===== config.mk =====
export PLATFORM = sky130hd
export DESIGN_NAME = heartbeat_failure_detector_unit
export DESIGN_NICKNAME = d
export VERILOG_FILES = /design/src/hw/rtl/hfd_pkg.sv /design/src/hw/rtl/hfd_ram.sv /design/src/hw/rtl/hfd_ctrl.sv /design/src/hw/rtl/heartbeat_failure_detector_unit.sv
export SDC_FILE = /design/constraint.sdc
export NUM_CORES = 2
export LEC_CHECK = 0
export BUFFER_PORTS_ARGS = -buffer_cell sky130_fd_sc_hd__buf_2
export CAP_MARGIN = 0
export CORE_MARGIN = 2
export CORE_UTILIZATION = 45
export DETAILED_ROUTE_END_ITERATION = 7
export GPL_TIMING_DRIVEN = 0
export PLACE_DENSITY = 0.64
export SLEW_MARGIN = 20
export SYNTH_ARGS = -nofsm -noshare
export SYNTH_HDL_FRONTEND = slang
export SYNTH_SLANG_ARGS = --single-unit

===== constraint.sdc =====
create_clock -name clk -period 32.7 [get_ports clk]
set_input_delay 6.54 -clock clk [delete_from_list [all_inputs] [get_ports clk]]
set_output_delay 6.54 -clock clk [all_outputs]
set_load 0.01 [all_outputs]

===== src/hw/rtl/hfd_pkg.sv =====
// Shared types and constants for the heartbeat failure detector.
// No dependencies; every other file in the block but hfd_ram imports this package.
package hfd_pkg;

  localparam int NODE_SLOTS_DEF = 16;
  localparam int ID_W           = 4;
  localparam int CNT_W          = 32;
  localparam int ALIVE_W        = 5;
  localparam int CFG_IDX_W      = 2;

  localparam logic [ID_W-1:0]  OWN_ID_RST   = '0;
  localparam logic [CNT_W-1:0] INTERVAL_RST = CNT_W'(1000);
  localparam logic [CNT_W-1:0] TIMEOUT_RST  = CNT_W'(3000);

  typedef enum logic [1:0] {
    OP_TICK      = 2'd0,
    OP_HEARTBEAT = 2'd1,
    OP_REMOVE    = 2'd2
  } hfd_op_t;

  typedef enum logic [2:0] {
    KIND_SENT     = 3'd0,
    KIND_FAILED   = 3'd1,
    KIND_TICK     = 3'd2,
    KIND_ACCEPTED = 3'd3,
    KIND_SELF     = 3'd4,
    KIND_REMOVED  = 3'd5,
    KIND_UNKNOWN  = 3'd6
  } hfd_kind_t;

  typedef enum logic [CFG_IDX_W-1:0] {
    CFG_OWN_ID   = 2'd0,
    CFG_INTERVAL = 2'd1,
    CFG_TIMEOUT  = 2'd2
  } hfd_cfg_idx_t;

  typedef enum logic [2:0] {
    ST_IDLE,
    ST_SEND,
    ST_SCAN,
    ST_DONE,
    ST_ONE
  } hfd_state_t;

  typedef struct packed {
    hfd_op_t          op;
    logic [ID_W-1:0]  node_id;
    logic [CNT_W-1:0] seq_number;
  } hfd_in_t;

  typedef struct packed {
    hfd_kind_t          kind;
    logic [ID_W-1:0]    node_id_res;
    logic [CNT_W-1:0]   seq;
    logic [CNT_W-1:0]   timestamp;
    logic               new_node;
    logic               revived;
    logic [ALIVE_W-1:0] alive_count;
    logic [CNT_W-1:0]   received_total;
    logic [CNT_W-1:0]   failures_total;
    logic               last;
  } hfd_out_t;

  typedef struct packed {
    logic [ID_W-1:0]  own_id;
    logic [CNT_W-1:0] interval;
    logic [CNT_W-1:0] timeout;
  } hfd_cfg_t;

  // Controller to output stage: at most one result offered per cycle, held until taken.
  typedef struct packed {
    logic     emit;
    hfd_out_t res;
  } hfd_emit_t;

endpackage


===== src/hw/rtl/hfd_ram.sv =====
// Generic single-write, single-read synchronous RAM with registered read data.
// Standalone; no package dependency.
module hfd_ram #(
  parameter int WIDTH = 64,
  parameter int DEPTH = 16
) (
  input  logic                     clk,
  input  logic                     we,
  input  logic [$clog2(DEPTH)-1:0] waddr,
  input  logic [WIDTH-1:0]         wdata,
  input  logic [$clog2(DEPTH)-1:0] raddr,
  output logic [WIDTH-1:0]         rdata_r
);

  logic [WIDTH-1:0] mem [DEPTH];

  always_ff @(posedge clk) begin
    if (we) begin
      mem[waddr] <= wdata;
    end
    rdata_r <= mem[raddr];
  end

endmodule


===== src/hw/rtl/hfd_ctrl.sv =====
// Sequencer of the heartbeat failure detector: slot flags, counters and the
// tick scan over the slot RAM. Depends on hfd_pkg; drives the hfd_ram ports.
module hfd_ctrl #(
  parameter int NODE_SLOTS = hfd_pkg::NODE_SLOTS_DEF
) (
  input  logic                          clk,
  input  logic                          rst_n,
  input  logic                          in_valid,
  input  hfd_pkg::hfd_in_t              in_data,
  output logic                          in_stall,
  input  hfd_pkg::hfd_cfg_t             cfg,
  input  logic                          take,
  output hfd_pkg::hfd_emit_t            emit_o,
  output logic [$clog2(NODE_SLOTS)-1:0] ram_raddr,
  input  logic [2*hfd_pkg::CNT_W-1:0]   ram_rdata,
  output logic                          ram_we,
  output logic [$clog2(NODE_SLOTS)-1:0] ram_waddr,
  output logic [2*hfd_pkg::CNT_W-1:0]   ram_wdata
);
  import hfd_pkg::*;

  localparam int SW = $clog2(NODE_SLOTS);
  localparam logic [SW-1:0] LAST_IDX = SW'(NODE_SLOTS - 1);

  hfd_state_t         state_r, state_nxt;
  hfd_in_t            in_r, in_nxt;
  logic [CNT_W-1:0]   time_r, time_nxt;
  logic [CNT_W-1:0]   last_sent_r, last_sent_nxt;
  logic [CNT_W-1:0]   own_seq_r, own_seq_nxt;
  logic [CNT_W-1:0]   recv_r, recv_nxt;
  logic [CNT_W-1:0]   fail_r, fail_nxt;
  logic [NODE_SLOTS-1:0] known_r, known_nxt;
  logic [NODE_SLOTS-1:0] alive_r, alive_nxt;
  logic [ALIVE_W-1:0] alive_cnt_r, alive_cnt_nxt;
  logic [SW-1:0]      idx_r, idx_nxt;

  logic [SW-1:0]      id_idx;
  logic               id_in_range;
  logic [CNT_W-1:0]   rd_seen;
  logic [CNT_W-1:0]   rd_seq;
  logic               expired;
  logic               advance;

  assign id_idx      = SW'(in_r.node_id);
  assign id_in_range = 32'(in_r.node_id) < NODE_SLOTS;
  assign rd_seen     = ram_rdata[2*CNT_W-1:CNT_W];
  assign rd_seq      = ram_rdata[CNT_W-1:0];

  always_ff @(posedge clk) begin
    if (!rst_n) begin
      state_r     <= ST_IDLE;
      time_r      <= '0;
      last_sent_r <= '0;
      own_seq_r   <= '0;
      recv_r      <= '0;
      fail_r      <= '0;
      known_r     <= '0;
      alive_r     <= '0;
      alive_cnt_r <= '0;
      idx_r       <= '0;
    end else begin
      state_r     <= state_nxt;
      time_r      <= time_nxt;
      last_sent_r <= last_sent_nxt;
      own_seq_r   <= own_seq_nxt;
      recv_r      <= recv_nxt;
      fail_r      <= fail_nxt;
      known_r     <= known_nxt;
      alive_r     <= alive_nxt;
      alive_cnt_r <= alive_cnt_nxt;
      idx_r       <= idx_nxt;
    end
  end

  always_ff @(posedge clk) begin
    in_r <= in_nxt;
  end

  always_comb begin
    state_nxt     = state_r;
    in_nxt        = in_r;
    time_nxt      = time_r;
    last_sent_nxt = last_sent_r;
    own_seq_nxt   = own_seq_r;
    recv_nxt      = recv_r;
    fail_nxt      = fail_r;
    known_nxt     = known_r;
    alive_nxt     = alive_r;
    alive_cnt_nxt = alive_cnt_r;
    idx_nxt       = idx_r;

    in_stall  = (state_r != ST_IDLE);
    ram_raddr = id_idx;
    ram_we    = 1'b0;
    ram_waddr = id_idx;
    ram_wdata = {time_r, in_r.seq_number};
    expired   = 1'b0;
    advance   = 1'b0;

    emit_o                    = '0;
    emit_o.res.kind           = KIND_UNKNOWN;
    emit_o.res.timestamp      = time_r;
    emit_o.res.alive_count    = alive_cnt_r;
    emit_o.res.received_total = recv_r;
    emit_o.res.failures_total = fail_r;

    case (state_r)
      ST_IDLE: begin
        ram_raddr = SW'(in_data.node_id);
        if (in_valid) begin
          in_nxt = in_data;
          if (in_data.op == OP_TICK) begin
            time_nxt  = time_r + 1'b1;
            state_nxt = ST_SEND;
          end else begin
            state_nxt = ST_ONE;
          end
        end
      end

      ST_SEND: begin
        // prefetch slot 0 for the scan
        ram_raddr = '0;
        idx_nxt   = '0;
        if ((time_r - last_sent_r) >= cfg.interval) begin
          emit_o.emit            = 1'b1;
          emit_o.res.kind        = KIND_SENT;
          emit_o.res.node_id_res = cfg.own_id;
          emit_o.res.seq         = own_seq_r + 1'b1;
          if (take) begin
            own_seq_nxt   = own_seq_r + 1'b1;
            last_sent_nxt = time_r;
            state_nxt     = ST_SCAN;
          end
        end else begin
          state_nxt = ST_SCAN;
        end
      end

      ST_SCAN: begin
        expired = known_r[idx_r] && alive_r[idx_r] && ((time_r - rd_seen) >= cfg.timeout);
        advance = !expired || take;
        if (expired) begin
          emit_o.emit               = 1'b1;
          emit_o.res.kind           = KIND_FAILED;
          emit_o.res.node_id_res    = ID_W'(idx_r);
          emit_o.res.seq            = rd_seq;
          emit_o.res.failures_total = fail_r + 1'b1;
          emit_o.res.alive_count    = alive_cnt_r - 1'b1;
          if (take) begin
            alive_nxt[idx_r] = 1'b0;
            fail_nxt         = fail_r + 1'b1;
            alive_cnt_nxt    = alive_cnt_r - 1'b1;
          end
        end
        // hold the read address while a failure waits on the output
        ram_raddr = advance ? idx_r + 1'b1 : idx_r;
        if (advance) begin
          if (idx_r == LAST_IDX) begin
            state_nxt = ST_DONE;
          end else begin
            idx_nxt = idx_r + 1'b1;
          end
        end
      end

      ST_DONE: begin
        emit_o.emit            = 1'b1;
        emit_o.res.kind        = KIND_TICK;
        emit_o.res.node_id_res = cfg.own_id;
        emit_o.res.seq         = own_seq_r;
        emit_o.res.last        = 1'b1;
        if (take) begin
          state_nxt = ST_IDLE;
        end
      end

      ST_ONE: begin
        emit_o.emit            = 1'b1;
        emit_o.res.last        = 1'b1;
        emit_o.res.node_id_res = in_r.node_id;
        case (in_r.op)
          OP_HEARTBEAT: begin
            if (in_r.node_id == cfg.own_id) begin
              emit_o.res.kind = KIND_SELF;
              emit_o.res.seq  = own_seq_r;
            end else if (id_in_range) begin
              emit_o.res.kind           = KIND_ACCEPTED;
              emit_o.res.seq            = in_r.seq_number;
              emit_o.res.new_node       = !known_r[id_idx];
              emit_o.res.revived        = known_r[id_idx] && !alive_r[id_idx];
              emit_o.res.received_total = recv_r + 1'b1;
              emit_o.res.alive_count    = (known_r[id_idx] && alive_r[id_idx]) ?
                                          alive_cnt_r : alive_cnt_r + 1'b1;
              if (take) begin
                ram_we            = 1'b1;
                known_nxt[id_idx] = 1'b1;
                alive_nxt[id_idx] = 1'b1;
                recv_nxt          = recv_r + 1'b1;
                alive_cnt_nxt     = emit_o.res.alive_count;
              end
            end
          end
          OP_REMOVE: begin
            if (id_in_range && known_r[id_idx]) begin
              emit_o.res.kind        = KIND_REMOVED;
              emit_o.res.seq         = rd_seq;
              emit_o.res.alive_count = alive_r[id_idx] ? alive_cnt_r - 1'b1 : alive_cnt_r;
              if (take) begin
                known_nxt[id_idx] = 1'b0;
                alive_nxt[id_idx] = 1'b0;
                alive_cnt_nxt     = emit_o.res.alive_count;
              end
            end
          end
          default: begin
            emit_o.res.kind = KIND_UNKNOWN;
          end
        endcase
        if (take) begin
          state_nxt = ST_IDLE;
        end
      end

      default: begin
        state_nxt = ST_IDLE;
      end
    endcase
  end

endmodule


===== src/hw/rtl/heartbeat_failure_detector_unit.sv =====
// Top level of the heartbeat failure detector: configuration registers,
// output register and slot RAM. Depends on hfd_pkg, hfd_ram and hfd_ctrl.
//
//   port group   direction   handshake            payload
//   in_*         input       in_valid / in_stall  hfd_in_t   (op, node_id, seq_number)
//   out_*        output      out_valid/out_stall  hfd_out_t  (one or more per transaction)
//   cfg_*        input       cfg_valid/cfg_ready  cfg_index, cfg_wdata
//
// Heartbeat, remove and undefined ops: accept, then one result.
// Tick: accept, send check, one slot RAM read per slot, summary; the single
// read port of the slot RAM sets the scan pace.
// out_stall holds the sequencer wherever a result cannot enter the output
// register; a new transaction is taken while the final result still waits.
// Synchronous reset clears all control state; no clearing pass is needed.
module heartbeat_failure_detector_unit #(
  parameter int NODE_SLOTS = hfd_pkg::NODE_SLOTS_DEF
) (
  input  logic                            clk,
  input  logic                            rst_n,
  input  logic                            in_valid,
  output logic                            in_stall,
  input  hfd_pkg::hfd_in_t                in_data,
  output logic                            out_valid,
  input  logic                            out_stall,
  output hfd_pkg::hfd_out_t               out_data,
  input  logic                            cfg_valid,
  output logic                            cfg_ready,
  input  logic [hfd_pkg::CFG_IDX_W-1:0]   cfg_index,
  input  logic [hfd_pkg::CNT_W-1:0]       cfg_wdata
);
  import hfd_pkg::*;

  localparam int SW = $clog2(NODE_SLOTS);

  hfd_cfg_t          cfg_r;
  logic              out_valid_r;
  hfd_out_t          out_data_r;
  hfd_emit_t         emit;
  logic              take;
  logic [SW-1:0]     ram_raddr;
  logic [SW-1:0]     ram_waddr;
  logic              ram_we;
  logic [2*CNT_W-1:0] ram_wdata;
  logic [2*CNT_W-1:0] ram_rdata;

  assign cfg_ready = 1'b1;

  always_ff @(posedge clk) begin
    if (!rst_n) begin
      cfg_r.own_id   <= OWN_ID_RST;
      cfg_r.interval <= INTERVAL_RST;
      cfg_r.timeout  <= TIMEOUT_RST;
    end else if (cfg_valid && cfg_ready) begin
      case (hfd_cfg_idx_t'(cfg_index))
        CFG_OWN_ID:   cfg_r.own_id   <= cfg_wdata[ID_W-1:0];
        CFG_INTERVAL: cfg_r.interval <= cfg_wdata;
        CFG_TIMEOUT:  cfg_r.timeout  <= cfg_wdata;
        default: ;
      endcase
    end
  end

  // the output register takes a result when empty or being drained
  assign take = !out_valid_r || !out_stall;

  always_ff @(posedge clk) begin
    if (!rst_n) begin
      out_valid_r <= 1'b0;
    end else if (take) begin
      out_valid_r <= emit.emit;
    end
  end

  always_ff @(posedge clk) begin
    if (take && emit.emit) begin
      out_data_r <= emit.res;
    end
  end

  assign out_valid = out_valid_r;
  assign out_data  = out_data_r;

  hfd_ctrl #(
    .NODE_SLOTS (NODE_SLOTS)
  ) u_ctrl (
    .clk       (clk),
    .rst_n     (rst_n),
    .in_valid  (in_valid),
    .in_data   (in_data),
    .in_stall  (in_stall),
    .cfg       (cfg_r),
    .take      (take),
    .emit_o    (emit),
    .ram_raddr (ram_raddr),
    .ram_rdata (ram_rdata),
    .ram_we    (ram_we),
    .ram_waddr (ram_waddr),
    .ram_wdata (ram_wdata)
  );

  // per slot: {last seen time, last sequence}
  hfd_ram #(
    .WIDTH (2*CNT_W),
    .DEPTH (NODE_SLOTS)
  ) u_slot_ram (
    .clk     (clk),
    .we      (ram_we),
    .waddr   (ram_waddr),
    .wdata   (ram_wdata),
    .raddr   (ram_raddr),
    .rdata_r (ram_rdata)
  );

endmodule


==> impl_metrics.py <==
metrics = {
    "routing": {
        "drt-total-wl_um": 183000,
        "drc": 0,
        "first_pass_iters": 6,
        "drt_iter0_drc": 4174,
        "wl_per_cell_um": 23.2,
        "via_per_inst": 5.66,
        "ant_nets": 0,
        "via_count": 44700,
    },
    "logic_synthesis": {
        "syn-cell-area_um2": 66300,
        "synthFlopType": "edfxtp_1",
        "yosys_warnings": 0,
        "syn_nets": 5617,
        "synthArstFlopShare": 0,
        "synth_top_area_share": 0.546,
        "ys_seq_area_frac": 0.648,
        "synth.top_cells.by_count": "1,205 x edfxtp_1, 886 x nand2_1, 337 x dfxtp_1",
        "post_synth_num_cell_types": 82,
        "synth.avg_cell_area_um2": 12.3,
        "synth_edf_count": 1205,
        "ys_ff_latch": 1542,
        "syn_inst": 5400,
        "yosysMostFrequentCell": "edfxtp_1",
        "synthTopCellsByArea": "edfxtp_1 55%, dfxtp_1 10%, nand2_1 5.0%",
        "netlist.top_cell.by_area": "edfxtp_1",
    },
    "finish": {
        "nNetsFinal": 6057,
        "multiInputGateArea_um2": 21400,
        "area_growth_pct": 16.0,
        "final.fill_count": 12400,
        "seqCellArea_um2": 42900,
        "drive_gt1_frac": 0.119,
    },
    "pwr": {
        "p_total_mw": 4.61,
        "p_leak_nw": 27.9,
        "pwr-share-clk": 0.421,
        "sw_frac_of_total": 0.248,
        "combPwrFrac": 0.105,
        "pwr-share-seq": 0.474,
        "power_switching_mw": 1.14,
        "internal-power_mw": 3.47,
        "powerDensity_nw_per_um2": 60.0,
        "peakVddDrop_mv": 0.0494,
    },
    "global_routing": {
        "grt_pass1_vias": 43600,
        "overflow": 0,
        "antenna_found_initial": 17,
        "grt_max_degree": 38,
        "grt_pass1_wl_um": 274000,
        "grt_use_total": 0.241,
    },
    "sta": {
        "timing.fmax_ghz": 0.106,
        "post-route-period-util": 0.289,
        "slew_viol_final": 0,
        "min_period_ns": 9.46,
        "fin_worst_skew_ns": 0.0271,
        "setup_viol": 0,
        "hold_viol_final": 0,
        "setup_tns_ns": 0,
        "rsz0062_at_grt": "false",
        "worst_pin_slew_ns": 1.12,
        "slew_headroom": 0.249,
    },
    "clock_tree": {
        "cts_resized": 0,
        "cts-root-buf": "clkbuf_16",
        "post_cts_buffers": 0,
        "cts.sinks": 1542,
        "cts_hold_buffers": 0,
        "clk_pin_slew_worst_paths_ns": 0.06,
        "clockBufferDepth": 3,
        "clock_latency_ns": 0.81,
        "cts_tree": "built",
        "cts_buffers": 162,
        "h-tree-depth": 4,
    },
    "floorplan": {
        "ioPinCount": 223,
        "start_util": 0.454,
        "core_um2": 146000,
        "die_h_um": 388,
        "die_x_um": 388,
        "rows": 140,
        "die_area_um2": 150000,
    },
    "placement": {
        "dp_hpwl_um": 130000,
        "portBuffers": 221,
        "gp_congestion": 0.917,
    },
    "worst_setup_path": {
        "r2r_cells": 23,
        "reg2reg_from": "u_ctrl.time_r[8]$_SDFFE_PN0P_",
        "critical_path_class": "in -> reg",
        "worstSetupStartpointType": "input pin",
        "end_kind": "flip-flop",
        "path_cells": "buf_2 > and2_1 > clkbuf_1 > o211a_4 > o211ai_2 > buf_2 > buf_2 > mux2i_1 > mux2i_1 > a32o_1 > a221o_1",
        "path_common_cell": "buf_2",
        "r2r_end": "u_slot_ram.rdata_r[63]$_DFF_P_",
        "crit_fanout": 12,
        "crit_start": "out_stall",
        "cp_data_required_time_ns": 33.36,
        "worstPathArrival_ns": 10.12,
        "reg2reg_setup_slack_ns": 24.38,
        "slowest_stage": "o211ai_2",
        "cpPeakStageDelay_ns": 0.72,
        "crit_path_end": "u_slot_ram.rdata_r[63]$_DFF_P_",
    },
    "min_path": {
        "holdPathStages": 2,
        "hp-class": "reg -> reg",
    },
    "status": {
        "outcome": "finished clean",
    },
    "job": {
        "drv_cap": 0,
    },
}
## worst max-delay path: cells and delay by family
| kind | cells | cell delay [ns] |
|---|---|---|
| mux | 2 | 0.36 |
| compound gates | 4 | 1.59 |
| simple gates | 1 | 0.14 |
| buf+inv | 4 | 1.48 |
## kinds of logic (layout without fill, tap and decap cells)
logic type                 Yosys count  in the layout  synth area share
and+or+nand+nor                   1761           1761             0.123
DFF                               1542           1542             0.648
AOI/OAI and AO/OA                 1049           1049             0.109
buffers and inverters              480           1056            0.0312
xor gates and xnor gates           214            214            0.0283
muxes                              213            213            0.0345
adders and majority gates          140            140            0.0267
other                                1              5         0.0000566
## placed cells by master (no fill, tap or decap), drive strengths merged, types with 96 or more instances in the layout
master  netlist  layout
a211oi      141     141
nand2       886     886
mux2i       199     199
clkbuf      196     411
o21ai       149     149
nor2        240     240
nand3       160     160
a21oi       256     256
xnor2       118     118
a31oi       148     148
edfxtp     1205    1205
buf         116     391
and2        154     154
dfxtp       337     337
inv         168     177
xor2         96      96
ha          138     138
## how the worst min path moves through the flow
stage,startpoint,endpoint,slack (ns)
finish,u_ctrl.last_sent_r[26]$_SDFFE_PN0P_,u_ctrl.last_sent_r[26]$_SDFFE_PN0P_,0.45
floorplan,cfg_r[10]$_SDFFE_PN0P_,cfg_r[10]$_SDFFE_PN0P_,0.44
CTS,u_ctrl.last_sent_r[26]$_SDFFE_PN0P_,u_ctrl.last_sent_r[26]$_SDFFE_PN0P_,0.46
detailed placement,u_ctrl.last_sent_r[26]$_SDFFE_PN0P_,u_ctrl.last_sent_r[26]$_SDFFE_PN0P_,0.45
global placement,u_ctrl.last_sent_r[17]$_SDFFE_PN0P_,u_ctrl.last_sent_r[17]$_SDFFE_PN0P_,0.44
global route,u_ctrl.last_sent_r[26]$_SDFFE_PN0P_,u_ctrl.last_sent_r[26]$_SDFFE_PN0P_,0.47
## registers in the layout, summed over array words and instances (netlist names), named ones only
signal,count
u_slot_ram.mem,1024
out_data,143
cfg_r,68
u_slot_ram.rdata_r,64
u_ctrl.fail_r,32
u_ctrl.last_sent_r,32
u_ctrl.own_seq_r,32
u_ctrl.ram_wdata,32
u_ctrl.recv_r,32
u_ctrl.time_r,32
u_ctrl.alive_cnt_r,5
u_ctrl.idx_r,4
u_ctrl.ram_waddr,4
u_ctrl.state_r,3
u_ctrl.in_r,2
out_valid,1
## per-layer routing
layer	GRT usage	share of wire
met1	0.329	0.43
met2	0.390	0.47
met3	0.0357	0.066
met4	0.0886	0.035
met5	0	0.000071
## per-stage QoR
stage	util	area, um^2	worst slack (ns)	hold slack (ns)	instances
after floorplan	-	66300	18.07	0.436	5400
after global placement	0.478	69800	12.99	0.443	7538
after detailed placement	0.488	71200	22.46	0.447	7593
after CTS	0.527	76800	23.31	0.455	7893
after global routing	0.527	76800	23.25	0.469	7893
final	0.527	76800	23.24	0.453	7897
## layout make-up
| cell class | count | share of cell area |
|---|---|---|
| antenna | 4 | 0.000130 |
| buffer | 312 | 0.0187 |
| clock buffer | 214 | 0.0587 |
| clock inverter | 86 | 0.0148 |
| inverter | 168 | 0.00821 |
| multi-input combinational | 3378 | 0.279 |
| sequential | 1542 | 0.559 |
| tap | 1917 | 0.0312 |
| timing repair buffer | 276 | 0.0306 |
## power groups by stage
stage                     Clock [mW]  Combinational (mW)  Sequential (mW)
after floorplan                    0               0.294             2.22
after detailed placement           0               0.480             2.23
final                           1.94               0.483             2.19
after CTS                       1.97               0.483             2.19
after global placement             0               0.464             2.23
after global routing            2.05               0.521             2.19
No activity file was read; power rests on OpenSTA's default activity.
